===== src/rtl/core/prs_pkg.sv =====
package prs_pkg;

	// number of round keys held in the key store
	localparam int NUM_ROUND_KEYS = 32;
	localparam int KEY_AW = $clog2(NUM_ROUND_KEYS);

	// field widths
	localparam int BLOCK_W = 64;
	localparam int ROUND_W = 5;
	localparam int CFG_IDX_W = 2;

	// configuration register indexes
	localparam logic [CFG_IDX_W-1:0] REG_WIDE_KEY_MODE = 2'd0;
	localparam logic [CFG_IDX_W-1:0] REG_KEY_UPPER = 2'd1;
	localparam logic [CFG_IDX_W-1:0] REG_KEY_LOWER = 2'd2;

	// round command codes
	localparam logic CMD_ENCRYPT = 1'b0;
	localparam logic CMD_DECRYPT = 1'b1;

	// key store read request, issued when the first stage loads
	typedef struct packed {
		logic               en;
		logic [ROUND_W-1:0] idx_cur;
		logic [ROUND_W-1:0] idx_next;
	} key_rd_req_t;

	// forward sbox
	function automatic logic [3:0] sbox_fwd(input logic [3:0] n);
		logic [3:0] r;
		unique case (n)
			4'h0: r = 4'hc;
			4'h1: r = 4'h5;
			4'h2: r = 4'h6;
			4'h3: r = 4'hb;
			4'h4: r = 4'h9;
			4'h5: r = 4'h0;
			4'h6: r = 4'ha;
			4'h7: r = 4'hd;
			4'h8: r = 4'h3;
			4'h9: r = 4'he;
			4'ha: r = 4'hf;
			4'hb: r = 4'h8;
			4'hc: r = 4'h4;
			4'hd: r = 4'h7;
			4'he: r = 4'h1;
			default: r = 4'h2;
		endcase
		return r;
	endfunction

	// inverse sbox
	function automatic logic [3:0] sbox_rev(input logic [3:0] n);
		logic [3:0] r;
		unique case (n)
			4'h0: r = 4'h5;
			4'h1: r = 4'he;
			4'h2: r = 4'hf;
			4'h3: r = 4'h8;
			4'h4: r = 4'hc;
			4'h5: r = 4'h1;
			4'h6: r = 4'h2;
			4'h7: r = 4'hd;
			4'h8: r = 4'hb;
			4'h9: r = 4'h4;
			4'ha: r = 4'h6;
			4'hb: r = 4'h3;
			4'hc: r = 4'h0;
			4'hd: r = 4'h7;
			4'he: r = 4'h9;
			default: r = 4'ha;
		endcase
		return r;
	endfunction

	// sixteen parallel sbox lookups
	function automatic logic [BLOCK_W-1:0] sbox_word(input logic [BLOCK_W-1:0] d,
		input logic inv);
		logic [BLOCK_W-1:0] r;
		for (int i = 0; i < BLOCK_W / 4; i++) begin
			r[4*i +: 4] = inv ? sbox_rev(d[4*i +: 4]) : sbox_fwd(d[4*i +: 4]);
		end
		return r;
	endfunction

	// bit permutation, pure wiring
	function automatic logic [BLOCK_W-1:0] perm_bits(input logic [BLOCK_W-1:0] d,
		input logic inv);
		logic [BLOCK_W-1:0] r;
		for (int i = 0; i < BLOCK_W; i++) begin
			if (inv) begin
				r[4 * (i % 16) + i / 16] = d[i];
			end else begin
				r[16 * (i % 4) + i / 4] = d[i];
			end
		end
		return r;
	endfunction

endpackage


===== src/rtl/core/prs_key_sched.sv =====
module prs_key_sched import prs_pkg::*; (
	input  logic                 clk,
	input  logic                 arst_n,
	input  logic                 cfg_we,
	input  logic [CFG_IDX_W-1:0] cfg_index,
	input  logic [BLOCK_W-1:0]   cfg_data,
	input  key_rd_req_t          rd_req,
	output logic                 busy,
	output logic [BLOCK_W-1:0]   key_cur,
	output logic [BLOCK_W-1:0]   key_next
);

	localparam logic [KEY_AW-1:0] LAST_IDX = KEY_AW'(NUM_ROUND_KEYS - 1);

	logic               wide_q;
	logic [BLOCK_W-1:0] key_upper_q;
	logic [BLOCK_W-1:0] key_lower_q;
	logic               busy_q;
	logic [KEY_AW-1:0]  cnt_q;
	logic [BLOCK_W-1:0] hi_q;
	logic [BLOCK_W-1:0] lo_q;
	logic [BLOCK_W-1:0] mem [NUM_ROUND_KEYS];
	logic [BLOCK_W-1:0] rd_cur_q;
	logic [BLOCK_W-1:0] rd_next_q;
	logic               cur_ok_q;
	logic               next_ok_q;

	logic               cfg_hit;
	logic [BLOCK_W-1:0] base_hi;
	logic [BLOCK_W-1:0] cur_hi;
	logic [BLOCK_W-1:0] cur_lo;
	logic [BLOCK_W-1:0] nxt_hi;
	logic [BLOCK_W-1:0] nxt_lo;
	logic [BLOCK_W-1:0] rh;
	logic [BLOCK_W-1:0] rl;
	logic [BLOCK_W-1:0] store_val;
	logic [ROUND_W-1:0] rc;

	// a write to a known register restarts the expansion
	assign cfg_hit = cfg_we && (cfg_index == REG_WIDE_KEY_MODE ||
		cfg_index == REG_KEY_UPPER || cfg_index == REG_KEY_LOWER);

	// configuration registers
	always_ff @(posedge clk or negedge arst_n) begin
		if (!arst_n) begin
			wide_q <= 1'b0;
			key_upper_q <= '0;
			key_lower_q <= '0;
		end else if (cfg_we) begin
			unique case (cfg_index)
				REG_WIDE_KEY_MODE: wide_q <= cfg_data[0];
				REG_KEY_UPPER: key_upper_q <= cfg_data;
				REG_KEY_LOWER: key_lower_q <= cfg_data;
				default: ;
			endcase
		end
	end

	// current key: first step starts from the cipher key
	always_comb begin
		base_hi = wide_q ? key_upper_q : {48'b0, key_upper_q[15:0]};
		cur_hi = (cnt_q == '0) ? base_hi : hi_q;
		cur_lo = (cnt_q == '0) ? key_lower_q : lo_q;
		rc = ROUND_W'(cnt_q) + ROUND_W'(1);
	end

	// one schedule update per cycle while the expansion runs
	always_comb begin
		if (!wide_q) begin
			rh = {48'b0, cur_lo[18:3]};
			rl = {cur_lo[2:0], cur_hi[15:0], cur_lo[63:19]};
			rh[15:12] = sbox_fwd(rh[15:12]);
			rl[19:15] = rl[19:15] ^ rc;
			store_val = {cur_hi[15:0], cur_lo[63:16]};
		end else begin
			rh = {cur_hi[2:0], cur_lo[63:3]};
			rl = {cur_lo[2:0], cur_hi[63:3]};
			rh[63:60] = sbox_fwd(rh[63:60]);
			rh[59:56] = sbox_fwd(rh[59:56]);
			rh[2:0] = rh[2:0] ^ rc[4:2];
			rl[63:62] = rl[63:62] ^ rc[1:0];
			store_val = cur_hi;
		end
		nxt_hi = rh;
		nxt_lo = rl;
	end

	// expansion sequencer
	always_ff @(posedge clk or negedge arst_n) begin
		if (!arst_n) begin
			busy_q <= 1'b1;
			cnt_q <= '0;
		end else if (cfg_hit) begin
			busy_q <= 1'b1;
			cnt_q <= '0;
		end else if (busy_q) begin
			if (cnt_q == LAST_IDX) begin
				busy_q <= 1'b0;
			end else begin
				cnt_q <= cnt_q + KEY_AW'(1);
			end
		end
	end

	// running key
	always_ff @(posedge clk) begin
		if (busy_q) begin
			hi_q <= nxt_hi;
			lo_q <= nxt_lo;
		end
	end

	// key store write
	always_ff @(posedge clk) begin
		if (busy_q) begin
			mem[cnt_q] <= store_val;
		end
	end

	// key store reads, two ports
	always_ff @(posedge clk) begin
		if (rd_req.en) begin
			rd_cur_q <= mem[rd_req.idx_cur[KEY_AW-1:0]];
			rd_next_q <= mem[rd_req.idx_next[KEY_AW-1:0]];
			cur_ok_q <= {1'b0, rd_req.idx_cur} < (ROUND_W + 1)'(NUM_ROUND_KEYS);
			next_ok_q <= {1'b0, rd_req.idx_next} < (ROUND_W + 1)'(NUM_ROUND_KEYS);
		end
	end

	// an index past the store reads as zero
	assign key_cur = cur_ok_q ? rd_cur_q : '0;
	assign key_next = next_ok_q ? rd_next_q : '0;
	assign busy = busy_q;

endmodule


===== config.mk =====
export PLATFORM = sky130hd
export DESIGN_NAME = prs_key_sched
export DESIGN_NICKNAME = d
export VERILOG_FILES = /design/src/rtl/core/prs_pkg.sv /design/src/rtl/core/prs_key_sched.sv
export SDC_FILE = /design/constraint.sdc
export NUM_CORES = 2
export LEC_CHECK = 0
export BUFFER_PORTS_ARGS = -buffer_cell sky130_fd_sc_hd__buf_4
export CAP_MARGIN = 30
export CORE_MARGIN = 3
export CORE_UTILIZATION = 55
export DETAILED_ROUTE_END_ITERATION = 6
export GPL_TIMING_DRIVEN = 0
export MAX_ROUTING_LAYER = met4
export PLACE_DENSITY_LB_ADDON = 0.2
export SYNTH_ARGS = -nofsm -noshare
export SYNTH_HDL_FRONTEND = slang
export SYNTH_SLANG_ARGS = --single-unit

===== constraint.sdc =====
create_clock -name clk -period 5.4 [get_ports clk]
set_clock_uncertainty 0.15 [all_clocks]
set_input_delay 1.35 -clock clk [delete_from_list [all_inputs] [get_ports clk]]
set_output_delay 1.35 -clock clk [all_outputs]
set_load 0.01 [all_outputs]

-- After elaboration in Yosys (flattened, before gate mapping)
Memory sizes are Yosys's and may differ from the RTL's. A register that Yosys moved wholly into a read port is not among the register bits.
Index checks and enable logic that the tools add are counted.
- register bits after elaboration: 263
- bits in writable memories: 2048
- ROM bits: 192
- output and inout port bits: 129
- word-level logic and storage cells: 46
- memories: 4
- add/sub/neg operators: 1
- equal/unequal tests: 4
- muxes and demuxes: 14
- bitwise logic cells: 3
- reduce and logical (&&, ||, !) cells: 12
- memory list (name ; depth ; bits a word ; rd ports ; clocked after memory_dff ; write ports ; RTL line ; text):
    mem ; 32 ; 64 ; 2 ; 2 ; 1 ; prs_key_sched.sv:22 ; logic [BLOCK_W-1:0] mem [NUM_ROUND_KEYS];
    (name not given) ; 16 ; 4 ; 1 ; 0 ; 0 ; prs_pkg.sv:31 ; unique case (n)
    (name not given) ; 16 ; 4 ; 1 ; 1 ; 0 ; prs_pkg.sv:31 ;
    (name not given) ; 16 ; 4 ; 1 ; 1 ; 0 ; prs_pkg.sv:31 ;
- operator list (operator ; count):
    two-way mux 64 bit ; 5
    two-way mux 16 bit ; 1
    two-way mux 5 bit ; 3
    AND reduction 2 bit ; 4
    adder 5 x 1 -> 5 bit (second input constant) ; 1
    equality test 5 bit (second input constant) ; 1
    logical NOT 5 bit ; 1
    two-way mux 1 bit ; 5
    bitwise XOR 5 bit ; 1
    bitwise XOR 3 bit ; 1
    equality test 2 x 1 -> 1 bit (second input constant) ; 1
    equality test 2 bit (second input constant) ; 1
    logical NOT 1 bit ; 2
    logical NOT 2 bit ; 1
    logical OR 1 bit ; 2
    inequality test 2 bit (second input constant) ; 1
    nonzero test 2 bit ; 1
    bitwise XOR 2 bit ; 1
    logical AND 1 bit ; 1

-- Logic depth before layout (Yosys ltp)
- word-level depth: 6
- depth in mapped cells: 11
- depth with buffers taken out: 9

-- Worst setup path before layout
Ideal clock, no wire load.
- kind: register -> register
- start point: register busy_q (netlist: busy)
- end point: memory mem[26][0] (enable)
- library setup time: 0.487 ns
- data arrival time: 5.337 ns
- path slack: -0.574 ns
- cell stages (with the launch flop): 3
- buffers on the path: 0
- cell sequence: dfstp_2 -> nand2_1 -> nor2_1
- word-level cells in the longest chain between the ends: 2
- RTL lines (what ; RTL line ; text):
    start, declared ; prs_key_sched.sv:18 ; logic busy_q;
    start signal, assigned ; prs_key_sched.sv:91 ; busy_q <= 1'b1;
    start signal, assigned ; prs_key_sched.sv:94 ; busy_q <= 1'b1;
    start signal, assigned ; prs_key_sched.sv:98 ; busy_q <= 1'b0;
    two-way mux 1 bit ; prs_key_sched.sv:115 ; if (busy_q) begin
    two-way mux 1 bit (not written as such) ; prs_key_sched.sv:116 ; mem[cnt_q] <= store_val;
    end, declared ; prs_key_sched.sv:22 ;
No other way between the ends.

==> results.ini <==
[outcome]
status=complete, but fails checks
violations=design-rule violations

[floorplan]
dieHeight_um=449
initial_core_util=0.557
ios=209
coreArea_mm2=0.194
core.rowCount=161
chipWidth_um=449
die-area_mm2=0.201

[logic_synthesis]
syn_inst=5587
synth_edf_count=2304
synth_top_area_share=0.641
synth.most_common_cell=edfxtp_1
synth.avg_cell_area_um2=19.3
synth_top_area_cell=edfxtp_1
synth_common_cells=edfxtp_1, mux4_2, o22ai_1
synth_area_leaders=edfxtp_1, mux4_2, dfrtp_1, o22ai_1, mux2i_1
synth_seq_cells=2439
yosysUniqueCellTypes=57
synth_area_mm2=0.108
synth_ff_type=edfxtp_1
ys_async_sr_fraction=0.0554
synth_nets=5681
ys_seq_area_frac=0.673
yosys_warnings=0

[placement]
dp_hpwl_mm=330
gp_congestion=1.03
dpl-instance-area_mm2=0.119
pre_cts_slack_ns=0.183
io_buffer_count=202

[setup_path]
crit_type=input pin to flop
crit_path_end_kind=flop
cp.arrival_ns=5.10
cp-start-kind=input pin
required_ns=5.82
worstPathMaxFanout=13

[clock_network]
clkSlewWorstSetupHoldPaths_ns=0.07
clk_latency_ns=0.94
clk_path_buf_depth=3
cts.sinks=2439
cts.hold.buffers_added=0
cts_tree=built
cts_htree_levels=4
cts_buffers=239
clockRootBuffer=clkbuf_16
postCtsSetupBuffers=0
cts_resized=0

[worst_hold_path]
min_path_type=input pin to asynchronous set/reset pin

[global_routing]
grt_max_degree=101
grt_use_total=0.488
grt_first_pass_wirelength_mm=628
antenna_found_initial=43
grt_pass1_vias=69378
grt_overflow_total=0

[sta]
grt_setup_unrepaired=false
min_period_ns=4.68
timing_hold_violations_final=0
maxSlewViolCount=0
slew_headroom=0.187
timing.final.crit_share=0.867
setup_violations=0
tightestPinTransition_ns=1.22
hold_ws_ns=0.189
max_freq_mhz=214
fin_ws_ns=0.718

[detailed_routing]
ant_nets=0
drt_iter0_drc=16229
vias=73910
wl_met3_mm=93.9
drc=29
dr.pass1.iters=7
wl_met2_mm=192
viasPerCell=8.06
wl_per_cell_um=52.4
totalWireLength_mm=481
wl_met1_mm=143
highest_layer=met4

[run]
cap_violations=0

[final_layout]
post-route-cell-area_mm2=0.127
final_util=0.655
syn2layout_area_growth_pct=17.7
drive_gt1_frac=0.355
n_fill_cell=13120
fin_nets=6388

[power]
ir_drop_mv=0.389
p_leak_uw=0.0420
power_per_cell_area_mw_per_mm2=429

-- kinds of logic (layout without fill, tap and decap cells) --
group                      Yosys count  count (layout)  share of synthesized area
other                                0              60                          0
xor gates and xnor gates            17              17                    0.00138
and+or+nand+nor                    667             667                     0.0302
AOI/OAI and AO/OA                  743             743                     0.0456
buffers and inverters              426            1342                     0.0219
DFF                               2439            2439                      0.673
adders and majority gates           14              14                    0.00162
muxes                             1281            1281                      0.226
-- through the flow --
stage / power [uW] / instances / setup TNS, ns
2_1_floorplan: 30600 / 5587 / -1120.87
3_3_place_gp: 35400 / 8397 / -
3_5_place_dp: 36800 / 8652 / 0
4_1_cts: 53600 / 9102 / 0
5_1_grt: 55100 / 9158 / 0
6_report: 54400 / 9171 / 0
-- critical path, cell delays in order --
cell and delay (ns):
buf_4 0.16, nor2b_1 0.14, clkbuf_1 0.31, buf_16 0.28, nand2_1 0.59, buf_8 0.26
buf_2 0.79, o22ai_1 0.24, nor3_1 0.94
-- flip-flops by register name, summed over array words and instances, names as in the netlist, 5 cells and up --
name         count
hi_q            64
rd_next_q       64
rd_cur_q        64
cnt_q            5
key_lower_q     64
key_upper_q     64
mem           2048
lo_q            64
-- layout make-up --
class | instances | area [um2] | share of cell area
multi-input cells | 2722 | 34000 | 0.268
flip-flops and latches | 2439 | 72600 | 0.572
repair buffers | 466 | 6560 | 0.0517
clock inverters | 161 | 1720 | 0.0136
plain buffers | 417 | 2360 | 0.0186
diodes | 60 | 150 | 0.00118
clock buffers | 289 | 6250 | 0.0493
well taps | 2608 | 3260 | 0.0257
inverters | 9 | 33.8 | 0.000266
-- layer usage --
metal / global-route usage / vias up
met5: - / -
met4: 0.379 / 0
met3: 0.260 / 2423
met2: 0.631 / 8858
met1: 0.566 / 37131
li1: - / 25498
-- layout by cell type (no fill, tap or decap), types with 13 or more instances in the layout --
master      synthesis  layout
nor3_1             21      21
mux2i_1           219     219
ha_1               14      14
buf_1              21      16
nand2b_1           23      23
mux2_2            150     150
clkbuf_16           0     242
o22ai_1           384     384
and3_1             57      57
clkinv_1            0      44
buf_12              0     147
mux4_2            912     912
buf_16              0      40
nand2_1           268     268
clkbuf_1          114     139
bufinv_16           0      32
dfrtp_1           134     134
nand3_1            43      43
nor2b_1            31      31
clkinvlp_4          0      13
buf_6              22      32
nor2_1             76      43
a31oi_4             0      44
clkbuf_2            2      23
a211oi_1           20      20
edfxtp_1         2304    2304
buf_4             108     314
diode_2             0      60
buf_2             149     161
a21oi_1            71      69
a22oi_1           116     116
nor4_1             87      86
clkinv_2            0      50
nor2_4              0      32
nand4_1            24      24
buf_8               0      54
a221oi_1           21      21
-- path summary, 6_finish.rpt --
check	from	to	slack [ns]	cells past startpoint
worst max-delay path	rd_req[8]	rd_cur_q[1]	0.72	9
worst min-delay path	arst_n	key_upper_q[42]	0.19	1
worst max register to register	busy	mem[27][8]	1.42	5
worst min register to register	key_upper_q[15]	key_upper_q[15]	0.36	1
max in group asynchronous	arst_n	busy	4.06	2
min in group clk	key_upper_q[15]	key_upper_q[15]	0.36	1
-- power by group --
part / internal, uW / total (uW) / switching [uW]
clock: 9760 / 17300 / 7560
combinational: 3500 / 11500 / 8040
sequential: 24800 / 25600 / 721
total: 38100 / 54400 / 16300
No activity file was read; power rests on OpenSTA's default activity.
