<file path="src/rtl/core/prs_pkg.sv">
package prs_pkg;

	// number of round keys held in the key store
	localparam int NUM_ROUND_KEYS = 32;
	localparam int KEY_AW = $clog2(NUM_ROUND_KEYS);

	// field widths
	localparam int BLOCK_W = 64;
	localparam int ROUND_W = 5;
	localparam int CFG_IDX_W = 2;

	// configuration register indexes
	localparam logic [CFG_IDX_W-1:0] REG_WIDE_KEY_MODE = 2'd0;
	localparam logic [CFG_IDX_W-1:0] REG_KEY_UPPER = 2'd1;
	localparam logic [CFG_IDX_W-1:0] REG_KEY_LOWER = 2'd2;

	// round command codes
	localparam logic CMD_ENCRYPT = 1'b0;
	localparam logic CMD_DECRYPT = 1'b1;

	// key store read request, issued when the first stage loads
	typedef struct packed {
		logic               en;
		logic [ROUND_W-1:0] idx_cur;
		logic [ROUND_W-1:0] idx_next;
	} key_rd_req_t;

	// forward sbox
	function automatic logic [3:0] sbox_fwd(input logic [3:0] n);
		logic [3:0] r;
		unique case (n)
			4'h0: r = 4'hc;
			4'h1: r = 4'h5;
			4'h2: r = 4'h6;
			4'h3: r = 4'hb;
			4'h4: r = 4'h9;
			4'h5: r = 4'h0;
			4'h6: r = 4'ha;
			4'h7: r = 4'hd;
			4'h8: r = 4'h3;
			4'h9: r = 4'he;
			4'ha: r = 4'hf;
			4'hb: r = 4'h8;
			4'hc: r = 4'h4;
			4'hd: r = 4'h7;
			4'he: r = 4'h1;
			default: r = 4'h2;
		endcase
		return r;
	endfunction

	// inverse sbox
	function automatic logic [3:0] sbox_rev(input logic [3:0] n);
		logic [3:0] r;
		unique case (n)
			4'h0: r = 4'h5;
			4'h1: r = 4'he;
			4'h2: r = 4'hf;
			4'h3: r = 4'h8;
			4'h4: r = 4'hc;
			4'h5: r = 4'h1;
			4'h6: r = 4'h2;
			4'h7: r = 4'hd;
			4'h8: r = 4'hb;
			4'h9: r = 4'h4;
			4'ha: r = 4'h6;
			4'hb: r = 4'h3;
			4'hc: r = 4'h0;
			4'hd: r = 4'h7;
			4'he: r = 4'h9;
			default: r = 4'ha;
		endcase
		return r;
	endfunction

	// sixteen parallel sbox lookups
	function automatic logic [BLOCK_W-1:0] sbox_word(input logic [BLOCK_W-1:0] d,
		input logic inv);
		logic [BLOCK_W-1:0] r;
		for (int i = 0; i < BLOCK_W / 4; i++) begin
			r[4*i +: 4] = inv ? sbox_rev(d[4*i +: 4]) : sbox_fwd(d[4*i +: 4]);
		end
		return r;
	endfunction

	// bit permutation, pure wiring
	function automatic logic [BLOCK_W-1:0] perm_bits(input logic [BLOCK_W-1:0] d,
		input logic inv);
		logic [BLOCK_W-1:0] r;
		for (int i = 0; i < BLOCK_W; i++) begin
			if (inv) begin
				r[4 * (i % 16) + i / 16] = d[i];
			end else begin
				r[16 * (i % 4) + i / 4] = d[i];
			end
		end
		return r;
	endfunction

endpackage

</file>
<file path="src/rtl/core/prs_round.sv">
module prs_round import prs_pkg::*; (
	input  logic               command,
	input  logic               final_round,
	input  logic [BLOCK_W-1:0] block_in,
	input  logic [BLOCK_W-1:0] key_cur,
	input  logic [BLOCK_W-1:0] key_next,
	output logic [BLOCK_W-1:0] block_out
);

	logic [BLOCK_W-1:0] enc;
	logic [BLOCK_W-1:0] dec;

	// encrypt: add key, sbox, permute, optional whitening
	always_comb begin
		enc = perm_bits(sbox_word(block_in ^ key_cur, 1'b0), 1'b0);
		if (final_round) begin
			enc = enc ^ key_next;
		end
	end

	// decrypt: the same steps undone in reverse
	always_comb begin
		dec = final_round ? (block_in ^ key_next) : block_in;
		dec = sbox_word(perm_bits(dec, 1'b1), 1'b1) ^ key_cur;
	end

	assign block_out = (command == CMD_DECRYPT) ? dec : enc;

endmodule

</file>
<file path="config.mk">
export PLATFORM = sky130hd
export DESIGN_NAME = prs_round
export DESIGN_NICKNAME = d
export VERILOG_FILES = /design/src/rtl/core/prs_pkg.sv /design/src/rtl/core/prs_round.sv
export SDC_FILE = /design/constraint.sdc
export NUM_CORES = 1
export LEC_CHECK = 0
export BUFFER_PORTS_ARGS = -buffer_cell sky130_fd_sc_hd__buf_4
export CORE_ASPECT_RATIO = 1.5
export CORE_MARGIN = 4
export CORE_UTILIZATION = 59
export DETAILED_ROUTE_END_ITERATION = 8
export PLACE_DENSITY = 0.82
export SLEW_MARGIN = 20
export SYNTH_ARGS = -nofsm -noshare
export SYNTH_HDL_FRONTEND = slang
export SYNTH_SLANG_ARGS = --single-unit
</file>
<file path="constraint.sdc">
create_clock -name vclk -period 8.2
set_clock_uncertainty 0.2 [all_clocks]
set_input_delay 2.46 -clock vclk [all_inputs]
set_output_delay 2.46 -clock vclk [all_outputs]
set_load 0.02 [all_outputs]
</file>
After elaboration in Yosys (flattened, before gate mapping)
Memories as Yosys holds them, arrays and structs flattened.
Index checks and enable logic that the tools add are counted.
{"block": "totals", "wordCells": 39, "memories": 32, "out_inout_bits": 64, "ff_bits": 0, "rom_bits": 2048}
{"memory": "(no name shown)", "depth": 16, "word_bits": 4, "rd": 1, "rd_ports_with_merged_regs": 0, "write_ports": 0, "line": "prs_pkg.sv:55", "source": "unique case (n)"}
{"memory": "(no name shown)", "depth": 16, "word_bits": 4, "rd": 1, "rd_ports_with_merged_regs": 0, "write_ports": 0, "line": "prs_pkg.sv:55"}
{"memory": "(no name shown)", "depth": 16, "word_bits": 4, "rd": 1, "rd_ports_with_merged_regs": 0, "write_ports": 0, "line": "prs_pkg.sv:55"}
{"memory": "(no name shown)", "depth": 16, "word_bits": 4, "rd": 1, "rd_ports_with_merged_regs": 0, "write_ports": 0, "line": "prs_pkg.sv:55"}
{"memory": "(no name shown)", "depth": 16, "word_bits": 4, "rd": 1, "rd_ports_with_merged_regs": 0, "write_ports": 0, "line": "prs_pkg.sv:55"}
{"memory": "(no name shown)", "depth": 16, "word_bits": 4, "rd": 1, "rd_ports_with_merged_regs": 0, "write_ports": 0, "line": "prs_pkg.sv:55"}
{"memory": "+26 memories"}
{"block": "classes", "mux": 3, "n_bitwise": 4}
{"operator": "$xor 64x64->64", "count": 4}
{"operator": "$mux 64", "count": 3}

Logic depth before layout (Yosys ltp)
Gate-level depths: netlist of run 1.
An unclocked memory read counts as a cell.
{"block": "logic_depth", "depth_word": 5, "depth_mapped": 16, "mapped_depth_nobuf": 9}

Least setup slack after synthesis of run 1
OpenSTA, ideal clock, no wires.
{"block": "synth_timing", "path_kind": "input port to output port", "startpoint": "input port final_round", "endpoint": "output port block_out[60]", "path_slack_ns": 0.527, "arrival_ns": 5.013, "n_path_buf": 7, "cell_stages": 14, "t_required_ns": 5.540, "path_cell_list": "buf_6 > buf_6 > buf_6 > buf_4 > buf_4 > buf_2 > buf_2 > nand2_1 > xnor2_1 > inv_1 > ha_1 > o311a_1 > or3_1 > o211ai_1"}
{"block": "synth_via", "elab_chain_cells": 4, "word_cells_on_any_way": 5}
{"element": "start, declared", "line": "prs_round.sv:3", "source": "input logic final_round,"}
{"element": "$mux 64", "line": "prs_round.sv:23", "source": "dec = final_round ? (block_in ^ key_next) : block_in;"}
{"element": "$mem_v2 16x4"}
{"element": "$xor 64x64->64", "line": "prs_round.sv:24", "source": "dec = sbox_word(perm_bits(dec, 1'b1), 1'b1) ^ key_cur;"}
{"element": "$mux 64 *", "line": "prs_round.sv:27", "source": "assign block_out = (command == CMD_DECRYPT) ? dec : enc;"}
{"element": "end, declared", "line": "prs_round.sv:7", "source": "output logic [BLOCK_W-1:0] block_out"}
Mark *: on every way between the ends. The rest lies on a longest branch, timed or not.

Final worst setup path of run 1
{"block": "layout_timing", "startpoint": "input port final_round", "endpoint": "output port block_out[44]"}
The elaborated chain is that of the path after synthesis.

==> results of run 1 <==
tightest hold or removal path, cell delays in order:
cell and delay [ns]:
buf_4 0.09, o2111ai_1 0.10, nand3_1 0.07, buf_4 0.13
per-layer routing:
| layer | up-vias | track usage, % | part of all wire, % |
|---|---|---|---|
| met5 | - | 0 | 0 |
| met4 | 0 | 13.7 | 4.8 |
| li1 | 6651 | - | - |
| met1 | 6700 | 38.0 | 37 |
| met2 | 609 | 64.2 | 52 |
| met3 | 117 | 2.74 | 6.3 |
cells by family after synthesis:
group | Yosys count
AO/OA/AOI/OAI | 501
XOR/XNOR | 142
adder cells (fa/ha/maj) | 147
buffers and inverters | 216
multiplexers | 86
AND/OR/NAND/NOR | 566
cell usage in the layout (no fill, tap or decap), types with 21 or more instances in the layout:
master / count
xnor2_1: 86
a21boi_0: 32
o21ai_0: 53
or4_1: 24
mux4_2: 33
a21bo_2: 37
mux2i_1: 46
a21oi_1: 67
and3b_1: 45
nor4_1: 23
nor3_1: 45
buf_4: 271
nand3_1: 23
nand2_1: 146
nand3b_1: 49
inv_1: 130
a211oi_1: 21
xor2_1: 54
o211ai_1: 54
ha_1: 147
nand2b_1: 27
nor2_1: 57
or2_2: 21
power breakdown:
part	switching (mW)	leakage [nW]	internal [mW]
Sequential	0	0	0
Clock	0	0.00000634	0.0000000163
Combinational	0.724	6.54	0.556
Total	0.724	6.54	0.556
final timing paths:
| kind | end |
|---|---|
| worst max-delay path | block_out[44] |
| worst min-delay path | block_out[12] |
final cells by class:
type / instances / area [µm²]
Antenna cell: 1 / 2.50
Fill cell: 1829 / 6180
Inverter: 131 / 492
Multi-Input combinational cell: 1442 / 11400
Tap cell: 264 / 330
Timing Repair Buffer: 273 / 2070
==> flow_metrics.tcl, run 1 <==
set metrics [dict create \
    grt_pass1_wl_mm 66.0 \
    power_leakage_nw 6.54 \
    ir_worst_vdd_mv 0.0715 \
    crit_chain "buf_6 -> buf_4 -> and3b_1 -> or2_2 -> inv_1 -> ha_1 -> nand3b_1 -> o311ai_0 -> a211o_1 -> a41o_1 -> or4_1 -> buf_4" \
    post_cts_buffers 0 \
    grt_start_max_net_pins 125 \
    crit_path_start_kind "input port" \
    drt_iter0_drc 836 \
    grt_pass1_vias 13400 \
    whs_path_depth 4 \
    slowest_stage "or4_1" \
    drive_gt1_share_pct 21.2 \
    ios 258 \
    max_freq_ghz 0.126 \
    ys_seq_area_share_pct 0 \
    syn-num-nets 1999 \
    core_area_um2 20500 \
    pre_cts_slack_ns 0.336 \
    vias_per_cell 6.67 \
    end_kind "output pin" \
    maxSlewHeadroom_pct 51.7 \
    crit_top_cell "buf_4" \
    syn-cell-area_um2 12400 \
    holdWs_ns 5.12 \
    regArea_um2 0 \
    dieArea_um2 23400 \
    synth_top_area_share_pct 14.9 \
    synthAdderAreaFrac_pct 14.9 \
    rsz0062_at_grt "false" \
    synth_area_per_cell_um2 7.45 \
    grtUsageTotal_pct 33.5 \
    timing.final.crit_share_pct 96.6 \
    pwr_density_cell_nw_per_um2 89.4 \
    yosys.area.top_type "ha_1" \
    syn_inst 1658 \
    path_delay_family "simple AND/OR/NAND/NOR gates" \
    worst_slack_ns 0.275 \
    maxSlewViolCount 0 \
    placed_area_um2 14300 \
    die_height_um 185 \
    slowest_delay_ns 0.41 \
    min_period_ns 7.92 \
    synth_top_family_by_area "compound AO/OA/AOI/OAI gates" \
    yosysWarnings 0 \
    drtAntennaViolNets 0 \
    synth-xor-area-share_pct 10.2 \
    synth.distinct_cells 76 \
    path_max_fanout 64 \
    wl_per_cell_um 20.1 \
    gp_congestion 1.00 \
    overflow 0 \
    netlist_top_cells_area "ha_1, xnor2_1, mux4_2" \
    cp_num_buf_inv 4 \
    clkbuf_count 0 \
    hold_viol 0 \
    final_nets 2189 \
    maxCapViolations 0 \
    timing.setup.tns_ns 0 \
    critPathKind "input port to output pin" \
    instances_no_fill 2111 \
    first_pass_iters 7 \
    cts_resized 0 \
    arrival_ns 5.26 \
    drc 0 \
    crit_start "final_round" \
    dp_cells 2110 \
    status "completed" \
    synth_most_common_cell "ha_1" \
    synth_mux_area_share_pct 10.4 \
    io_buffers 258 \
    synth-simple-area-share_pct 26.3 \
    antenna_found_initial 1 \
    areaGrowthSynthToFinish_pct 15.9 \
    die_w_um 126 \
    routed_wl_mm 42.4 \
    worst_slew_pin_slew_ns 0.723 \
    vias 14100 \
    worstPathRequired_ns 5.54 \
    initial_core_util_pct 60.3 \
    synth.top_cells.by_count "ha_1, nand2_1, inv_1, xnor2_1, a21oi_1" \
    setup_viol 0 \
    hold_start "key_cur[12]" \
    fin_util_pct 69.8 \
    power_mw 1.28 \
    hold_class "input port to output pin" \
    synth_compound_area_share_pct 30.7 \
    seq_cell_count 0 \
    place_hpwl_mm 34.8 \
    rows 64 \
    final_cell_area_um2 14300 \
    postCtsHoldBufs 0 \
    path_depth 12 \
]
Power figures use the tool's default switching activity.
==> run 2, diff against run 1 <==
--- a/config.mk
+++ b/config.mk
@@ -5,12 +5,13 @@
 export SDC_FILE = /design/constraint.sdc
 export NUM_CORES = 1
 export LEC_CHECK = 0
+export ABC_AREA = 1
 export BUFFER_PORTS_ARGS = -buffer_cell sky130_fd_sc_hd__buf_4
 export CORE_ASPECT_RATIO = 1.5
 export CORE_MARGIN = 4
-export CORE_UTILIZATION = 59
+export CORE_UTILIZATION = 58
 export DETAILED_ROUTE_END_ITERATION = 8
-export PLACE_DENSITY = 0.82
+export PLACE_DENSITY = 0.83
 export SLEW_MARGIN = 20
 export SYNTH_ARGS = -nofsm -noshare
 export SYNTH_HDL_FRONTEND = slang
==> flow_metrics.tcl, run 2 <==
set metrics [dict create \
    drc 0 \
    grtUsageTotal_pct 32.3 \
    dieArea_um2 20600 \
    instances_no_fill 2547 \
    synth_compound_area_share_pct 8.05 \
    die_height_um 174 \
    wl_per_cell_um 13.5 \
    cts_resized 0 \
    synthAdderAreaFrac_pct 17.3 \
    timing.final.crit_share_pct 91.8 \
    power_mw 1.08 \
    initial_core_util_pct 59.1 \
    netlist_top_cells_area "nand2_1, ha_1, nand3_1" \
    synth_top_family_by_area "simple AND/OR/NAND/NOR gates" \
    antenna_found_initial 2 \
    path_max_fanout 56 \
    setup_viol 0 \
    clkbuf_count 0 \
    grt_pass1_wl_mm 57.2 \
    drt_iter0_drc 736 \
    first_pass_iters 6 \
    seq_cell_count 0 \
    hold_start "key_cur[43]" \
    endpoint "block_out[26]" \
    post_cts_buffers 0 \
    layout_common_cells "nand2_1, nand3_1, buf_4, inv_1, ha_1" \
    vias 13600 \
    hold_class "input port to output pin" \
    end_kind "output pin" \
    synth-xor-area-share_pct 6.83 \
    arrival_ns 4.87 \
    worstPathRequired_ns 5.54 \
    synth-simple-area-share_pct 55.8 \
    synth_area_per_cell_um2 5.07 \
    grt_pass1_vias 13000 \
    final_nets 2671 \
    synth_top_area_share_pct 32.6 \
    postCtsHoldBufs 0 \
    core_area_um2 17900 \
    vias_per_cell 5.34 \
    routed_wl_mm 34.4 \
    synth.top_cells.by_count "nand2_1, nand3_1, inv_1, ha_1, xnor2_1" \
    grt_start_max_net_pins 80 \
    max_freq_ghz 0.133 \
    ys_seq_area_share_pct 0 \
    final_common_cell "nand2_1" \
    synth.distinct_cells 28 \
    drtAntennaViolNets 0 \
    ir_worst_vdd_mv 0.0526 \
    place_hpwl_mm 29.3 \
    maxSlewViolCount 0 \
    critPathKind "input port to output pin" \
    yosysWarnings 0 \
    min_period_ns 7.53 \
    syn-num-nets 2434 \
    hold_viol 0 \
    status "completed" \
    crit_start "final_round" \
    ios 258 \
    crit_path_start_kind "input port" \
    syn_inst 2093 \
    die_w_um 118 \
    rows 60 \
    timing.setup.tns_ns 0 \
    io_buffers 258 \
    overflow 0 \
    drive_gt1_share_pct 14.6 \
    synth_mux_area_share_pct 0 \
    gp_congestion 0.975 \
    synth_most_common_cell "nand2_1" \
    power_leakage_nw 7.83 \
    rsz0062_at_grt "false" \
    syn-cell-area_um2 10600 \
    maxSlewHeadroom_pct 32.8 \
    maxCapViolations 0 \
    pwr_density_cell_nw_per_um2 85.4 \
    areaGrowthSynthToFinish_pct 19.7 \
    yosys.area.top_type "nand2_1" \
    regArea_um2 0 \
    worst_slew_pin_slew_ns 1.01 \
    dp_cells 2545 \
]
run 2: changes by cell type in the layout (fill, tap and decap cells not counted), moves of 44 or more:
cell | before | now
and3b_1 | 45 | 0
nand3_1 | 23 | 365
inv_1 | 130 | 266
mux2i_1 | 46 | 0
o21ai_1 | 0 | 44
nor3_1 | 45 | 0
nand2_1 | 146 | 922
run 2: metal layers:
metal	GRT usage, %	part of all wire [%]
met1	35.1	39
met2	60.5	50
met3	3.98	6.0
met4	16.5	5.5
met5	0	0
run 2: layout make-up:
| type | instances | area, µm² |
|---|---|---|
| repair buffers | 269 | 2030 |
| inverters | 279 | 1050 |
| fillers | 1807 | 5250 |
| well taps | 217 | 272 |
| diodes | 2 | 5.00 |
| multi-input cells | 1780 | 9340 |
run 2: logic make-up (layout without fill, tap and decap cells):
| kind of cell | Yosys count | count (layout) |
|---|---|---|
| compound gates | 160 | 160 |
| simple gates | 1398 | 1398 |
| xor+xnor | 75 | 75 |
| buf+inv | 313 | 548 |
| other cells | 0 | 2 |
| fa+ha+maj | 147 | 147 |
run 2: worst min-delay path by stage:
stage / slack, ns / end / cells after the start
after floorplan: 4.93 / block_out[10] / 3
after global placement: 5.10 / block_out[43] / 5
after detailed placement: 5.10 / block_out[43] / 5
after CTS: 5.11 / block_out[43] / 5
after global routing: 5.12 / block_out[60] / 5
final: 5.10 / block_out[43] / 5
run 2: per-stage QoR:
step,util (%),setup WS [ns],hold WS [ns],instance area (µm²)
after global routing,70.7,0.459,5.12,12700
after detailed placement,70.7,0.726,5.10,12700
after global placement,70.7,0.771,5.10,12700
after CTS,70.7,0.724,5.11,12700
after floorplan,-,1.30,4.93,10600
final,70.7,0.675,5.10,12700
run 2: power breakdown:
part / total [mW] / switching (mW) / internal, mW / leakage, nW
Sequential: 0 / 0 / 0 / 0
Combinational: 1.08 / 0.678 / 0.406 / 7.83
Clock: 0.0000000329 / 0 / 0.0000000329 / 0.0000127
Total: 1.08 / 0.678 / 0.406 / 7.83
run 2: worst max-delay path, cell delays in order:
cell and delay, ns:
buf_4 0.56, buf_12 0.31, nand2_2 0.10, nand2_1 0.07
nand2_1 0.12, ha_1 0.32, inv_1 0.06, nand2_1 0.05
nand2_1 0.05, inv_1 0.05, nand2_1 0.10, nand2_1 0.06
nand2_1 0.05, nand3_1 0.13, o21ai_1 0.16, buf_4 0.16
